<file path="src/rtl/core/rmf_pkg.sv">
// Shared constants, types and state codes of the rotating mask filter.
package rmf_pkg;

  localparam int MAX_WIDTH    = 2048;
  localparam int WIN          = 5;
  localparam int TAPS         = WIN * WIN;
  localparam int LINE_ROWS    = WIN - 1;
  localparam int PIX_W        = 24;
  localparam int LS_AW        = $clog2(MAX_WIDTH);
  localparam int HEIGHT_CAP   = 4096;
  localparam int LONE_VAR     = 100;
  localparam int MASK_COUNT   = 9;
  localparam int MASK_EDGE    = 3;
  localparam int Q_DEPTH      = 2;
  localparam int Q_AW         = $clog2(Q_DEPTH);
  localparam logic [11:0] WIDTH_RESET  = 12'd640;
  localparam logic [12:0] HEIGHT_RESET = 13'd480;

  // Register indexes on the configuration port.
  localparam logic REG_WIDTH  = 1'b0;
  localparam logic REG_HEIGHT = 1'b1;

  typedef logic [PIX_W-1:0] pix_t;

  // One filter job: the 5x5 neighborhood with out-of-image taps zeroed.
  typedef struct packed {
    logic                  last;
    pix_t [TAPS-1:0]       pix;
  } job_t;

  // Effective geometry and the frame restart strobe for the front end.
  typedef struct packed {
    logic [11:0] w;
    logic [12:0] h;
    logic        clr;
  } geom_t;

  typedef enum logic [5:0] {
    B_IDLE = 6'b000001,
    B_ACC  = 6'b000010,
    B_VAR  = 6'b000100,
    B_CMP  = 6'b001000,
    B_DIV  = 6'b010000,
    B_DONE = 6'b100000
  } back_state_t;

endpackage

</file>
<file path="src/rtl/core/rmf_queue.sv">
// Short job queue between the front end and the mask evaluator.
module rmf_queue (
  input  logic          clk,
  input  logic          rst,
  input  logic          push,
  input  rmf_pkg::job_t wdata,
  output logic          full,
  input  logic          pop,
  output logic          empty,
  output rmf_pkg::job_t rdata
);

  rmf_pkg::job_t mem [rmf_pkg::Q_DEPTH];
  logic [rmf_pkg::Q_AW-1:0] wp, rp;
  logic [rmf_pkg::Q_AW:0]   cnt;

  assign full  = (cnt == (rmf_pkg::Q_AW+1)'(rmf_pkg::Q_DEPTH));
  assign empty = (cnt == '0);
  assign rdata = mem[rp];

  always_ff @(posedge clk) begin
    if (push) begin
      mem[wp] <= wdata;
    end
  end

  always_ff @(posedge clk) begin
    if (rst) begin
      wp  <= '0;
      rp  <= '0;
      cnt <= '0;
    end else begin
      if (push) begin
        wp <= (wp == rmf_pkg::Q_AW'(rmf_pkg::Q_DEPTH-1)) ? '0 : wp + 1'b1;
      end
      if (pop) begin
        rp <= (rp == rmf_pkg::Q_AW'(rmf_pkg::Q_DEPTH-1)) ? '0 : rp + 1'b1;
      end
      cnt <= cnt + (rmf_pkg::Q_AW+1)'(push) - (rmf_pkg::Q_AW+1)'(pop);
    end
  end

endmodule

</file>
<file path="config.mk">
export PLATFORM = sky130hd
export DESIGN_NAME = rmf_queue
export DESIGN_NICKNAME = d
export VERILOG_FILES = /design/src/rtl/core/rmf_pkg.sv /design/src/rtl/core/rmf_queue.sv
export SDC_FILE = /design/constraint.sdc
export NUM_CORES = 1
export LEC_CHECK = 0
export ABC_AREA = 1
export BUFFER_PORTS_ARGS = -buffer_cell sky130_fd_sc_hd__buf_2
export CAP_MARGIN = 20
export CORE_AREA = 2 2 475 477
export DETAILED_ROUTE_END_ITERATION = 7
export DIE_AREA = 0 0 477 479
export HOLD_SLACK_MARGIN = 0.05
export PLACE_DENSITY = 0.43
export SLEW_MARGIN = 30
export SYNTH_ARGS = -nofsm -noshare
export SYNTH_HDL_FRONTEND = slang
export SYNTH_SLANG_ARGS = --single-unit
</file>
<file path="constraint.sdc">
create_clock -name clk -period 53 [get_ports clk]
set_input_delay 5.3 -clock clk [delete_from_list [all_inputs] [get_ports clk]]
set_output_delay 5.3 -clock clk [all_outputs]
set_load 0.1 [all_outputs]
</file>
### After elaboration in Yosys (flattened, before gate mapping)

Memory sizes are Yosys's and may differ from the RTL's. A register that Yosys moved wholly into a read port is not among the register bits.
Index checks and enable logic that the tools add are counted.

| word-level totals | value |
|---|---|
| bits in registers | 4 |
| latch bits | 0 |
| RAM bits | 1,202 |
| bits in read-only memories | 0 |
| input port bits | 605 |
| output and inout bits | 603 |
| logic and storage cells | 16 |
| memories kept | 1 |

| cells by class | value |
|---|---|
| add/sub/neg operators | 4 |
| $mul | 0 |
| divide/modulo/power cells | 0 |
| magnitude comparators | 0 |
| equality and inequality tests | 1 |
| shifts and indexed selects | 0 |
| mux-type cells | 6 |
| bitwise operators | 0 |
| reduce and logical (&&, ||, !) cells | 1 |

Memory list:

| memory | depth | bits a word | rd ports | clocked after memory_dff | wr ports | line | text |
|---|---|---|---|---|---|---|---|
| mem | 2 | 601 | 1 | 1 | 1 | rmf_queue.sv:13 | `rmf_pkg::job_t mem [rmf_pkg::Q_DEPTH];` |

Operators by type and width:

| operator | number |
|---|---|
| 2-to-1 mux 1 bit | 6 |
| adder 1 bit, second input constant | 2 |
| adder 2 x 1 -> 2 bit | 1 |
| equality test 2 bit, second input constant | 1 |
| zero test 2 bit | 1 |
| subtractor 2 x 1 -> 2 bit | 1 |

### Logic depth before layout (Yosys ltp)

| depth | value |
|---|---|
| depth in word-level cells | 4 |
| gate-level depth with buffers | 9 |
| gate-level depth less buffers | 9 |

### Worst setup path before layout

Ideal clock, no wire load.

| timing | value |
|---|---|
| path type | input to register |
| from | input push |
| to | memory mem[0][0] in the netlist's numbering, enable pin |
| setup time | 1.598 ns |
| arrival | 30.426 ns |
| data required time | 51.402 ns |
| setup slack | 20.976 ns |
| stages on the path | 2 |
| buffers on the path | 0 |
| cells stage by stage | inv_1 nor2_1 |

| on the way | value |
|---|---|
| word-level cells in the longest chain between the ends | 2 |

RTL lines:

| what | line | text |
|---|---|---|
| start: declaration | rmf_queue.sv:5 | `input logic push,` |
| 2-to-1 mux 1 bit | rmf_queue.sv:22 | `if (push) begin` |
| 2-to-1 mux 1 bit (implied by the code) | rmf_queue.sv:23 | `mem[wp] <= wdata;` |
| end: declaration | rmf_queue.sv:13 |  |

Every way passes these cells.

==> results by group <==
GRT
  – Vias in the first global route: 24,400
  – Grt total ovfl: 0
  – Initial antenna violation count: 129
  – Largest net degree at the start of global routing: 143
  – All-Layer GR Usage: 0.123
  – First-pass GRT wire length: 197 mm

Timing
  – Fin crit share: 0.193
  – Fmax: 97.6 MHz
  – Fin. Hold Viols: 0
  – WHS: 521 ps
  – Fin crit period: 10,250 ps
  – Setup TNS: 0 ps
  – Least-Margin Pin Slew: 1140 ps
  – Worst slew margin: 0.237
  – RSZ-0062 raised after global routing: false
  – # setup viols final: 0
  – Pins Over Slew Limit: 0
  – Fin Clk Skew: 20.5 ps

Logic synthesis
  – Mapped cell area: 43,800 µm²
  – Cell with the most instances after synthesis: edfxtp_1
  – Largest area contributor in the netlist: edfxtp_1
  – Ys async rst share: 0
  – Area contributors post-synth: edfxtp_1, mux2_2, buf_6
  – Synth top area share: 0.823
  – Post-synth top flop: edfxtp_1
  – Seq/Total Area, Yosys: 0.826
  – Largest family of logic cells by synthesized area: multiplexers
  – Compound-Gate Fraction of Synth Area: 0.000114
  – Synth Instances: 1,901
  – Post-synth net total: 2,508
  – Distinct cells, synth: 13
  – Post-synth EDFFs: 1,202
  – Multiplexer share of the synthesized area: 0.154
  – Commonest cells post-synth: edfxtp_1, mux2_2, buf_6
  – Post-Synth XOR/XNOR Area: 0.000200
  – Adder-Cell Fraction of Synth Area: 0.000571
  – Synth Area per Inst: 23.1 µm²
  – Post-synthesis simple-gate area fraction: 0.00126
  – Yosys warns: 0
  – Flops & latches, synth: 1,207

Power and ir drop
  – Cell area power density: 44.8 nW/µm²
  – Static leakage power: 20.6 nW
  – Overall power: 2.57 mW
  – Max VDD drop: 0.0000300 V

Final layout
  – Layout cells sized above 1: 0.608
  – Fillers: 23,100
  – Area Overhead vs Synth: 30.9%
  – Total Nets Final: 3,811

Worst setup path
  – CP required: 47,700 ps
  – Crit end category: output pin
  – Worst Setup Start Kind: flop
  – CP Max Fanout: 135
  – Worst path max stage delay: 870 ps
  – Crit path DAT: 4950 ps
  – Crit Path Category: reg -> out
  – Most frequent CP cell: buf_4
  – Slowest cell on crit path: dfxtp_4
  – Reg2reg path depth: 5
  – CP Cell Sequence: buf_4, buf_4, buf_12, mux2_2, buf_2

Detailed routing
  – Via-per-instance ratio: 3.71
  – WL/cell: 23.0 µm
  – DRT iter0 DRCs: 1,541
  – Post-route DRC: 0
  – Post-route ant nets: 0
  – DR vias: 23,500
  – Routed WL: 146 mm
  – DR pass1 iterations: 5

Floorplanning
  – Starting Density: 0.196
  – Ports: 1,208
  – Die area: 228,000 µm²
  – Die W: 477 µm
  – Die Y: 479 µm
  – Core Rows: 174
  – Placeable Area: 224,000 µm²

CTS
  – Worst skew pair latency: 770 ps
  – Clk Tree Root Cell: clkbuf_16
  – Hold_buf cts: 0
  – Clock Sinks: 1,207
  – Worst-case clock buffer depth: 3
  – H-tree depth: 4
  – TritonCTS clock tree: done
  – Clock slew at reported path FFs: 60 ps
  – CTS buffer count: 140
  – Post-CTS Setup Inserts: 0
  – Post_cts resized: 0

Min path
  – WHS Path Cells: 2
  – Worst min path class: reg -> reg

Place
  – Final Wtd Congestion: 0.858
  – Detailed placement HPWL: 108 mm
  – Port buffer count: 1,207

Run
  – Max-cap violations: 0

Status
  – Status: finished clean
==> state kept, by name (all words and copies together) (netlist names), named ones only <==
signal	flops
mem	1202
rp	1
wp	1
cnt	2
==> placed cells by master (no fill, tap or decap), types with 2 or more instances in the layout <==
cell type      n
buf_12         5
buf_2       1207
buf_4         11
buf_6          5
bufinv_16      2
clkbuf_1      30
clkbuf_16    143
clkinv_1      31
clkinv_16      2
clkinv_2      14
clkinv_8       2
clkinvlp_4     2
dfxtp_1        4
diode_2       37
edfxtp_1    1202
ha_1           2
inv_1          7
inv_16         3
inv_6          4
inv_8          2
mux2_2       601
nand2_1        4
nor2_1         7
==> metrics by stage <==
step           cell area, µm²  cells  utilization  setup slack, ps
2_1_floorplan           43800   1901            -            20980
3_3_place_gp            53100   6054        0.238            42800
3_5_place_dp            53100   6054        0.238            42810
4_1_cts                 57300   6289        0.256            42640
5_1_grt                 57300   6298        0.256            42500
6_report                57400   6326        0.257            42750
==> final timing paths <==
check,startpoint,end,slack (ps)
max,flop,rdata[347],42750
min,rp$_SDFFE_PP0P_,flop,520
max reg2reg,wp$_SDFFE_PP0P_,mem[0][345]$_DFFE_PP_,48300
min reg2reg,rp$_SDFFE_PP0P_,flop,520
==> power by group <==
part / total (mW) / leakage, nW / internal [mW] / switching [mW]
clock: 0.888 / 2.02 / 0.504 / 0.384
sequential: 1.12 / 11.3 / 1.11 / 0.0126
combinational: 0.562 / 7.21 / 0.0972 / 0.464
total: 2.57 / 20.6 / 1.71 / 0.861
==> logic make-up after synthesis <==
family                   Yosys count
flip-flops                      1207
multiplexers                     601
AO/OA/AOI/OAI                      1
XOR/XNOR                           1
buffers and inverters             75
adder cells (fa/ha/maj)            2
AND/OR/NAND/NOR                   14
==> area by class of cell <==
class	instances	area, µm²	area share
sequential	1207	36200	0.631
multi-input combinational	619	6870	0.120
timing repair buffer	1228	6280	0.109
tap	2992	3740	0.0652
clock buffer	173	3690	0.0643
clock inverter	62	469	0.00818
antenna	37	92.6	0.00161
inverter	8	37.5	0.000654
==> metal layers <==
layer | vias up | global-route usage | routed length (µm)
met1 | 11700 | 0.138 | 54400
li1 | 10300 | - | -
met5 | - | 0 | 529
met2 | 1102 | 0.204 | 69700
met3 | 328 | 0.0613 | 17100
met4 | 84 | 0.0362 | 3860
==> worst max-delay path: cells and delay by family (launching register included) <==
family | cells | cell delay, ps
buf+inv | 4 | 2400
flops | 1 | 870
mux | 1 | 310
(Power assumes the default switching activity.)
